[src/rtl/core/ocu_pkg.sv]
// ----------------------------------------------------------------------------
// ocu_pkg
// Types and constants shared by the occupancy cell evidence update block.
// ----------------------------------------------------------------------------
package ocu_pkg;

    localparam int IDX_W  = 12;
    localparam int SUM_W  = 32;
    localparam int PROB_W = 17;
    localparam int NUM_W  = 51;   // dividend width of the shared divider
    localparam int DEN_W  = 35;   // divisor and remainder width
    localparam int Q_W    = 17;   // quotient bits, one per step
    localparam int DIV_CNT_W = $clog2(Q_W + 1);
    localparam int PROD_W = 50;   // 33 x 17 product

    localparam logic [PROB_W-1:0] ONE_Q16  = 17'd65536;
    localparam logic [PROB_W-1:0] HALF_Q16 = 17'd32768;

    localparam logic [16:0] FREE_THR_RST = 17'd19661;
    localparam logic [16:0] OCC_THR_RST  = 17'd45875;
    localparam logic [31:0] VAR_THR_RST  = 32'd65536000;
    localparam logic [31:0] PRIOR_O_RST  = 32'd32768;
    localparam logic [31:0] PRIOR_F_RST  = 32'd32768;
    localparam logic [31:0] MIN_W_RST    = 32'd6554;

    typedef enum logic [2:0] {
        CFG_FREE_THR  = 3'd0,
        CFG_OCC_THR   = 3'd1,
        CFG_VAR_THR   = 3'd2,
        CFG_PRIOR_OCC = 3'd3,
        CFG_PRIOR_FREE = 3'd4,
        CFG_MIN_WEIGHT = 3'd5
    } cfg_idx_t;

    typedef enum logic [1:0] {
        CLS_UNKNOWN   = 2'd0,
        CLS_FREE      = 2'd1,
        CLS_OCCUPIED  = 2'd2,
        CLS_UNCERTAIN = 2'd3
    } cell_class_t;

    typedef enum logic [8:0] {
        ST_IDLE = 9'b000000001,
        ST_MOD  = 9'b000000010,
        ST_READ = 9'b000000100,
        ST_CALC = 9'b000001000,
        ST_WGT  = 9'b000010000,
        ST_PDIV = 9'b000100000,
        ST_MUL  = 9'b001000000,
        ST_VDIV = 9'b010000000,
        ST_DONE = 9'b100000000
    } state_t;

    typedef struct packed {
        logic             flag;
        logic [SUM_W-1:0] b;
        logic [SUM_W-1:0] a;
    } cell_t;

    typedef struct packed {
        logic             start;
        logic [NUM_W-1:0] num;
        logic [DEN_W-1:0] den;
    } div_req_t;

    typedef struct packed {
        logic             busy;
        logic [Q_W-1:0]   quo;
        logic [DEN_W-1:0] rem;
    } div_rsp_t;

endpackage

[src/rtl/core/ocu_div.sv]
// ----------------------------------------------------------------------------
// ocu_div
// Restoring divider, one quotient bit per cycle. The upper dividend bits above
// Q_W must be below the divisor.
// ----------------------------------------------------------------------------
module ocu_div (
    input  logic               clk,
    input  logic               rst_n,
    input  ocu_pkg::div_req_t  req,
    output ocu_pkg::div_rsp_t  rsp
);
    import ocu_pkg::*;

    logic [DIV_CNT_W-1:0] cnt_reg;
    logic [DEN_W-1:0]     rem_reg;
    logic [DEN_W-1:0]     rem_next;
    logic [DEN_W-1:0]     den_reg;
    logic [Q_W-1:0]       lo_reg;
    logic [Q_W-1:0]       q_reg;
    logic [DEN_W:0]       trial;
    logic [DEN_W:0]       diff;
    logic                 ge;

    always_comb
    begin
        trial    = {rem_reg, lo_reg[Q_W-1]};
        diff     = trial - {1'b0, den_reg};
        ge       = trial >= {1'b0, den_reg};
        rem_next = ge ? diff[DEN_W-1:0] : trial[DEN_W-1:0];
    end

    always_ff @(posedge clk or negedge rst_n)
    begin
        if (!rst_n)
        begin
            cnt_reg <= '0;
        end
        else if (req.start)
        begin
            cnt_reg <= DIV_CNT_W'(Q_W);
        end
        else if (cnt_reg != '0)
        begin
            cnt_reg <= cnt_reg - 1'b1;
        end
    end

    always_ff @(posedge clk)
    begin
        if (req.start)
        begin
            rem_reg <= DEN_W'(req.num[NUM_W-1:Q_W]);
            lo_reg  <= req.num[Q_W-1:0];
            den_reg <= req.den;
            q_reg   <= '0;
        end
        else if (cnt_reg != '0)
        begin
            rem_reg <= rem_next;
            lo_reg  <= {lo_reg[Q_W-2:0], 1'b0};
            q_reg   <= {q_reg[Q_W-2:0], ge};
        end
    end

    assign rsp.busy = cnt_reg != '0;
    assign rsp.quo  = q_reg;
    assign rsp.rem  = rem_reg;

endmodule

[config.mk]
export PLATFORM = sky130hd
export DESIGN_NAME = ocu_div
export DESIGN_NICKNAME = d
export VERILOG_FILES = /design/src/rtl/core/ocu_pkg.sv /design/src/rtl/core/ocu_div.sv
export SDC_FILE = /design/constraint.sdc
export NUM_CORES = 1
export LEC_CHECK = 0
export BUFFER_PORTS_ARGS = -buffer_cell sky130_fd_sc_hd__clkbuf_2
export CAP_MARGIN = 20
export CORE_MARGIN = 1
export CORE_UTILIZATION = 30
export DETAILED_ROUTE_END_ITERATION = 10
export GPL_TIMING_DRIVEN = 0
export PLACE_DENSITY = 0.59
export SLEW_MARGIN = 10
export SYNTH_ARGS = -nofsm -noshare
export SYNTH_HDL_FRONTEND = slang
export SYNTH_SLANG_ARGS = --single-unit
[constraint.sdc]
create_clock -name clk -period 3.2 [get_ports clk]
set_clock_uncertainty 0.1 [all_clocks]
set_input_delay 0.32 -clock clk [delete_from_list [all_inputs] [get_ports clk]]
set_output_delay 0.32 -clock clk [all_outputs]
set_load 0.05 [all_outputs]
==> results of run 1 <==
-- per-layer routing --
layer	part of all wire, %	vias to the layer above
li1	-	2727
met1	46	2599
met4	1.6	0
met5	0	-
met2	46	146
met3	6.0	22
-- logic make-up (layout without fill, tap and decap cells) --
logic type               count (synthesis)  in the layout  synth area share [%]
XOR/XNOR                                28             28                  3.75
buffers and inverters                   81            260                  5.30
AO/OA/AOI/OAI                          185            185                  18.2
adder cells (fa/ha/maj)                 38             38                  7.38
AND/OR/NAND/NOR                        182            182                  13.8
multiplexers                            28             28                  4.78
flip-flops                             109            109                  46.9
-- per-stage QoR --
stage	util, %	setup WS (ps)	hold slack (ps)	total power (W)
after CTS	37.7	2.46	11.6	0.00854
after detailed placement	35.8	-655	50.0	0.00718
final	40.1	3.02	26.1	0.00959
after floorplan	-	34.9	-75.6	0.00592
after global routing	40.1	-92.9	11.1	0.0102
after global placement	35.8	-1920	47.7	0.00715
-- how the worst max path moves through the flow --
stage                start           to  cells past startpoint
2_1_floorplan  rem_reg[23]  rem_reg[19]                     10
3_3_place_gp       req[86]  rem_reg[18]                      6
3_5_place_dp       req[86]  rem_reg[18]                      6
4_1_cts        rem_reg[18]  rem_reg[24]                     11
5_1_grt         rem_reg[1]   rem_reg[4]                     11
6_report        lo_reg[16]  rem_reg[12]                     12
-- cell usage in the layout (no fill, tap or decap), types with 22 or more instances in the layout --
cell type / instances
clkbuf_2: 142
edfxtp_1: 86
inv_1: 46
ha_1: 28
a21oi_1: 60
mux2_2: 22
nor2_1: 23
nand2_1: 84
o21ai_0: 23
-- what timing repair did --
| item | CTS | global route |
|---|---|---|
| resized for setup | 13 | 77 |
| cloned | 0 | 4 |
| endpoints found under the setup margin | 83 | 34 |
| hold buffers | 1 | 0 |
| pin swaps | 1 | 22 |
| setup buffers | 2 | 16 |
| endpoints found under the hold margin | 5 | 0 |
-- worst max-delay path: stages, from the launching register on --
cell and delay [ps]:
edfxtp_1 420, inv_2 90, ha_4 140, fa_2 220, nor2b_2 60, o31a_1 380
a221oi_4 390, o211ai_4 130, o31ai_4 350, buf_6 190, clkbuf_16 160, o21ai_1 70
mux2_2 260
-- cell type report --
cell class                 count  area, um2  area share [%]
sequential                   109       3070            36.0
clock buffer                  10        229            2.69
buffer                        33        249            2.92
inverter                      47        176            2.07
timing repair buffer         164        966            11.3
tap                          275        344            4.04
multi-input combinational    461       3410            40.0
clock inverter                 6       81.3           0.955
-- power groups by stage --
stage,Clock (W),Sequential (W),Combinational [W]
6_report,0.00119,0.00222,0.00619
2_1_floorplan,0,0.00300,0.00292
3_3_place_gp,0,0.00223,0.00491
4_1_cts,0.00123,0.00221,0.00511
3_5_place_dp,0,0.00224,0.00493
5_1_grt,0.00127,0.00226,0.00667
==> impl_metrics.py, run 1 <==
metrics = {
    "outcome": {
        "outcome": "completed",
    },
    "final_layout": {
        "nets": 952,
        "syn2layout_area_growth_pct": 30.2,
        "final_area_um2": 8520,
        "drive_gt1_share_pct": 32.7,
        "n_fill_cell": 2151,
        "fin_cells": 1105,
        "antennaDiodeCount": 0,
    },
    "pwr": {
        "p_sw_w": 0.00446,
        "seqPwrFrac_pct": 23.1,
        "p_leak_nw": 3.65,
        "internal_power_w": 0.00513,
        "p_sw_share_pct": 46.5,
        "clockPowerShare_pct": 12.4,
        "power_density_nw_per_um2": 1130,
        "pwr-share-comb_pct": 64.5,
        "ir_worst_vdd_v": 0.000400,
    },
    "timing": {
        "post-route-min-period_ps": 3200,
        "timing.fmax_mhz": 313,
        "finalCritPeriodShare_pct": 99.9,
        "finalMaxSlewViolations": 0,
        "finalHoldViolations": 0,
        "tightestPinTransition_ps": 1030,
        "slew_headroom_pct": 31.3,
        "rsz0062_at_grt": "yes",
        "tns_ps": 0,
        "setup_viol": 0,
    },
    "logic_synthesis": {
        "synth-async-reset-ratio_pct": 4.59,
        "syn_inst": 651,
        "syn-num-nets": 778,
        "yosys-top-cells-count": "edfxtp_1, nand2_1, a21oi_1",
        "netlist.area_leader.share_pct": 39.5,
        "synth_most_common_cell": "edfxtp_1",
        "synth-main-ff-cell": "edfxtp_1",
        "synth_edf_count": 86,
        "yosysSeqAreaShare_pct": 46.9,
        "syn_avg_cell_area_um2": 10.1,
        "netlist_top_cells_area": "edfxtp_1, ha_1, dfxtp_1",
        "yosysTopAreaCell": "edfxtp_1",
        "synth_seq_cells": 109,
        "synth_area_um2": 6550,
        "ys_warn_count": 0,
        "ys_types": 61,
    },
    "placed_design": {
        "dp.cells": 1067,
        "portBuffers": 141,
        "dp_hpwl_um": 13500,
        "gp_congestion": 0.880,
        "place_area_um2": 7600,
    },
    "flow_run": {
        "maxCapViolations": 0,
    },
    "global_route": {
        "grt.met3_usage_pct": 4.09,
        "track_usage_pct": 16.5,
        "grt-busiest-layer": "met2",
        "globalRouteMet1Util_pct": 22.0,
        "antenna_found_initial": 0,
        "grt_pass1_wl_um": 27700,
        "grt_start_max_net_pins": 52,
        "grt_use_met2_pct": 26.3,
        "globalRouteOverflowTotal": 0,
        "grt_pass1_vias": 5134,
    },
    "die": {
        "die_x_um": 150,
        "initial_utilization_pct": 30.8,
        "fp.dieArea_um2": 22400,
        "pin_count": 142,
        "core_um2": 21200,
        "die_y_um": 150,
        "fp-row-count": 53,
    },
    "min_path": {
        "hp-start": "req[30]",
        "holdPathEnd": "den_reg[30]",
        "hold_depth": 1,
        "min_path_type": "in -> reg",
    },
    "critical_path": {
        "start_kind": "flop",
        "r2r_slack_ps": 3,
        "criticalPathCategory": "reg -> reg",
        "r2r_cells": 12,
        "cp_data_arrival_time_ps": 3210,
        "rr_startpoint": "lo_reg[16]",
        "cp-end-kind": "flop",
        "required_ps": 3210,
        "rr_endpoint": "rem_reg[12]",
        "critPathMaxFanout": 5,
    },
    "clock_network": {
        "insertion_delay_ps": 360,
        "cts_root_buf": "clkbuf_16",
        "cts_buffers": 9,
        "cts.sinks": 109,
        "clk_pin_slew_worst_paths_ps": 80,
        "clockBufferDepth": 2,
        "htreeDepth": 3,
        "cts_tree": "yes",
    },
    "routing": {
        "vias_per_cell": 4.97,
        "vias": 5494,
        "ant_nets": 0,
        "first_iter_violations": 344,
        "drc_errors": 0,
        "wirelength_um": 19000,
        "firstDrtPassIters": 5,
        "wl_per_cell_um": 17.2,
    },
}
Note: power is estimated with default switching activity, not from simulation.
==> inputs of run 2 (changes only) <==
Settings changed: ABC_AREA from default to 1, CORE_MARGIN 1 to default, CTS_CLUSTER_SIZE from default to 30.
==> impl_metrics.py, run 2 <==
metrics = {
    "placed_design": {
        "gp_congestion": 0.862,
        "dp_hpwl_um": 17700,
        "dp.cells": 1447,
        "portBuffers": 141,
        "dpl_worst_slack_ps": -251,
        "place_area_um2": 8390,
    },
    "clock_network": {
        "cts_buffers": 9,
        "post_cts_buffers": 0,
        "cts.sinks": 109,
        "cts_root_buf": "clkbuf_16",
        "clockBufferDepth": 2,
        "cts_tree": "yes",
        "clk_pin_slew_worst_paths_ps": 90,
        "htreeDepth": 3,
        "post_cts_resized": 0,
        "insertion_delay_ps": 370,
    },
    "pwr": {
        "ir_worst_vdd_v": 0.000304,
        "power_density_nw_per_um2": 972,
        "p_leak_nw": 4.55,
        "p_total_w": 0.00848,
    },
    "critical_path": {
        "criticalPathCategory": "reg -> reg",
        "cp-end-kind": "flop",
        "start_kind": "flop",
        "crit_slowest_cell": "fa_1",
        "rr_endpoint": "rem_reg[19]",
        "crit_path_start": "den_reg[0]",
        "cp_num_buf_inv": 2,
        "cp_data_arrival_time_ps": 2980,
        "r2r_cells": 15,
        "cp.depth": 15,
        "required_ps": 3220,
        "critPathCapture": "rem_reg[19]",
        "cp_slowest_stage_delay_ps": 420,
        "rr_startpoint": "den_reg[0]",
        "worstPathCellList": "ha_1 > fa_1 > inv_1 > nand3_1 > nand3_1 > nand3_1 > nand3_2 > nand2_1 > nand2_2 > nand2_4 > nand2_8 > buf_4 > nand3_1 > nand3_1 > nand2_1",
        "cpLargestDelayFamily": "simple AND/OR/NAND/NOR gates",
        "r2r_slack_ps": 240,
        "cpMostUsedCell": "nand3_1",
        "critPathMaxFanout": 10,
    },
    "global_route": {
        "grt_pass1_wl_um": 34200,
        "globalRouteOverflowTotal": 0,
        "track_usage_pct": 18.3,
        "grt_start_max_net_pins": 44,
        "grt_pass1_vias": 6274,
        "antenna_found_initial": 0,
    },
    "timing": {
        "slew_headroom_pct": 52.4,
        "finalMaxSlewViolations": 0,
        "tightestPinTransition_ps": 713,
        "worst_slack_ps": 243,
        "timing.fmax_mhz": 338,
        "finalHoldViolations": 0,
        "post-route-min-period_ps": 2960,
        "rsz0062_at_grt": "no",
        "finalCritPeriodShare_pct": 92.4,
        "setup_viol": 0,
    },
    "logic_synthesis": {
        "synth_seq_cells": 109,
        "synth-main-ff-cell": "edfxtp_1",
        "synth_edf_count": 86,
        "synth-async-reset-ratio_pct": 4.59,
        "synth_most_common_cell": "nand2_1",
        "netlist_top_cells_area": "edfxtp_1, nand2_1, inv_1",
        "syn_avg_cell_area_um2": 7.36,
        "ys_warn_count": 0,
        "yosysTopAreaCell": "edfxtp_1",
        "syn-num-nets": 1113,
        "yosysSeqAreaShare_pct": 42.3,
        "syn_inst": 986,
        "netlist.area_leader.share_pct": 35.6,
        "yosys-top-cells-count": "nand2_1, inv_1, edfxtp_1",
        "ys_types": 45,
        "synth_area_um2": 7260,
    },
    "flow_run": {
        "maxCapViolations": 0,
    },
    "routing": {
        "first_iter_violations": 374,
        "ant_nets": 0,
        "vias_per_cell": 4.45,
        "wl_per_cell_um": 15.0,
        "firstDrtPassIters": 5,
        "wirelength_um": 21900,
        "drc_errors": 0,
        "vias": 6516,
    },
    "final_layout": {
        "nets": 1268,
        "final_area_um2": 8720,
        "final_core_util_pct": 36.9,
        "syn2layout_area_growth_pct": 20.2,
        "fin_cells": 1465,
        "final_common_cell": "nand2_1",
        "drive_gt1_share_pct": 17.5,
        "mostFrequentLayoutCells": "nand2_1, inv_1, clkbuf_2, edfxtp_1, nand3_1",
        "antennaDiodeCount": 0,
    },
    "die": {
        "core_um2": 23600,
        "die_y_um": 158,
        "initial_utilization_pct": 30.7,
        "die_x_um": 158,
        "pin_count": 142,
        "fp.dieArea_um2": 24800,
        "fp-row-count": 56,
    },
    "min_path": {
        "min_path_type": "in -> reg",
        "hp-start": "req[3]",
    },
    "outcome": {
        "outcome": "completed",
    },
}
run 2: changes by cell type in the layout (fill, tap and decap cells not counted), moves of 14 or more:
cell,previous run,this run
o22ai_1,2,17
nand3_1,8,75
nand2_1,84,355
nor2_1,23,55
a21o_1,18,1
a21oi_1,60,28
mux2_2,22,0
inv_1,46,181
buf_4,18,2
and3_1,14,0
run 2: logic make-up (layout without fill, tap and decap cells):
| group | Yosys count | count (layout) | share of synthesized area, % |
|---|---|---|---|
| fa+ha+maj | 38 | 38 | 6.66 |
| flops | 109 | 109 | 42.3 |
| xor+xnor | 19 | 19 | 2.29 |
| simple gates | 528 | 528 | 30.5 |
| buf+inv | 204 | 364 | 11.1 |
| compound gates | 88 | 88 | 7.14 |
run 2: area by class of cell:
cell class	count	area, um2
well taps	319	399
fillers	2591	14900
clock buffers	9	225
flip-flops and latches	109	3070
clock inverters	7	76.3
multi-input cells	673	3380
repair buffers	144	763
inverters	185	697
plain buffers	19	115
run 2: power breakdown:
| group | switching (W) | leakage [nW] | internal [W] |
|---|---|---|---|
| clock network | 0.000620 | 0.150 | 0.000559 |
| registers | 0.000239 | 1.10 | 0.00192 |
| logic | 0.00357 | 3.29 | 0.00157 |
| total | 0.00443 | 4.55 | 0.00405 |
run 2: stage by stage:
| stage | setup TNS (ps) | hold slack [ps] |
|---|---|---|
| floorplan | 0 | -75.6 |
| global placement | -47970 | 48.0 |
| detailed placement | -9730 | 47.1 |
| CTS | 0 | 3.26 |
| global route | 0 | 10.4 |
| finish | 0 | 22.5 |
run 2: how the worst min path moves through the flow:
stage / slack [ps] / endpoint / cells past startpoint
global route: 10 / den_reg[1] / 1
detailed placement: 50 / cnt_reg[4] / 1
finish: 20 / den_reg[3] / 1
global placement: 50 / cnt_reg[4] / 1
CTS: 3 / den_reg[1] / 1
floorplan: -80 / cnt_reg[0] / 0
run 2: metal layers:
layer	GRT usage [%]	vias up	share of wire [%]
met5	0	-	0
met4	4.07	0	0.84
met3	2.67	13	4.7
met2	29.4	143	46
met1	25.8	2926	49
li1	-	3434	-
run 2: repair_timing:
item	in CTS	in global routing
hold endpoints to repair	5	0
hold buffers	1	0
endpoints found under the setup margin	0	0
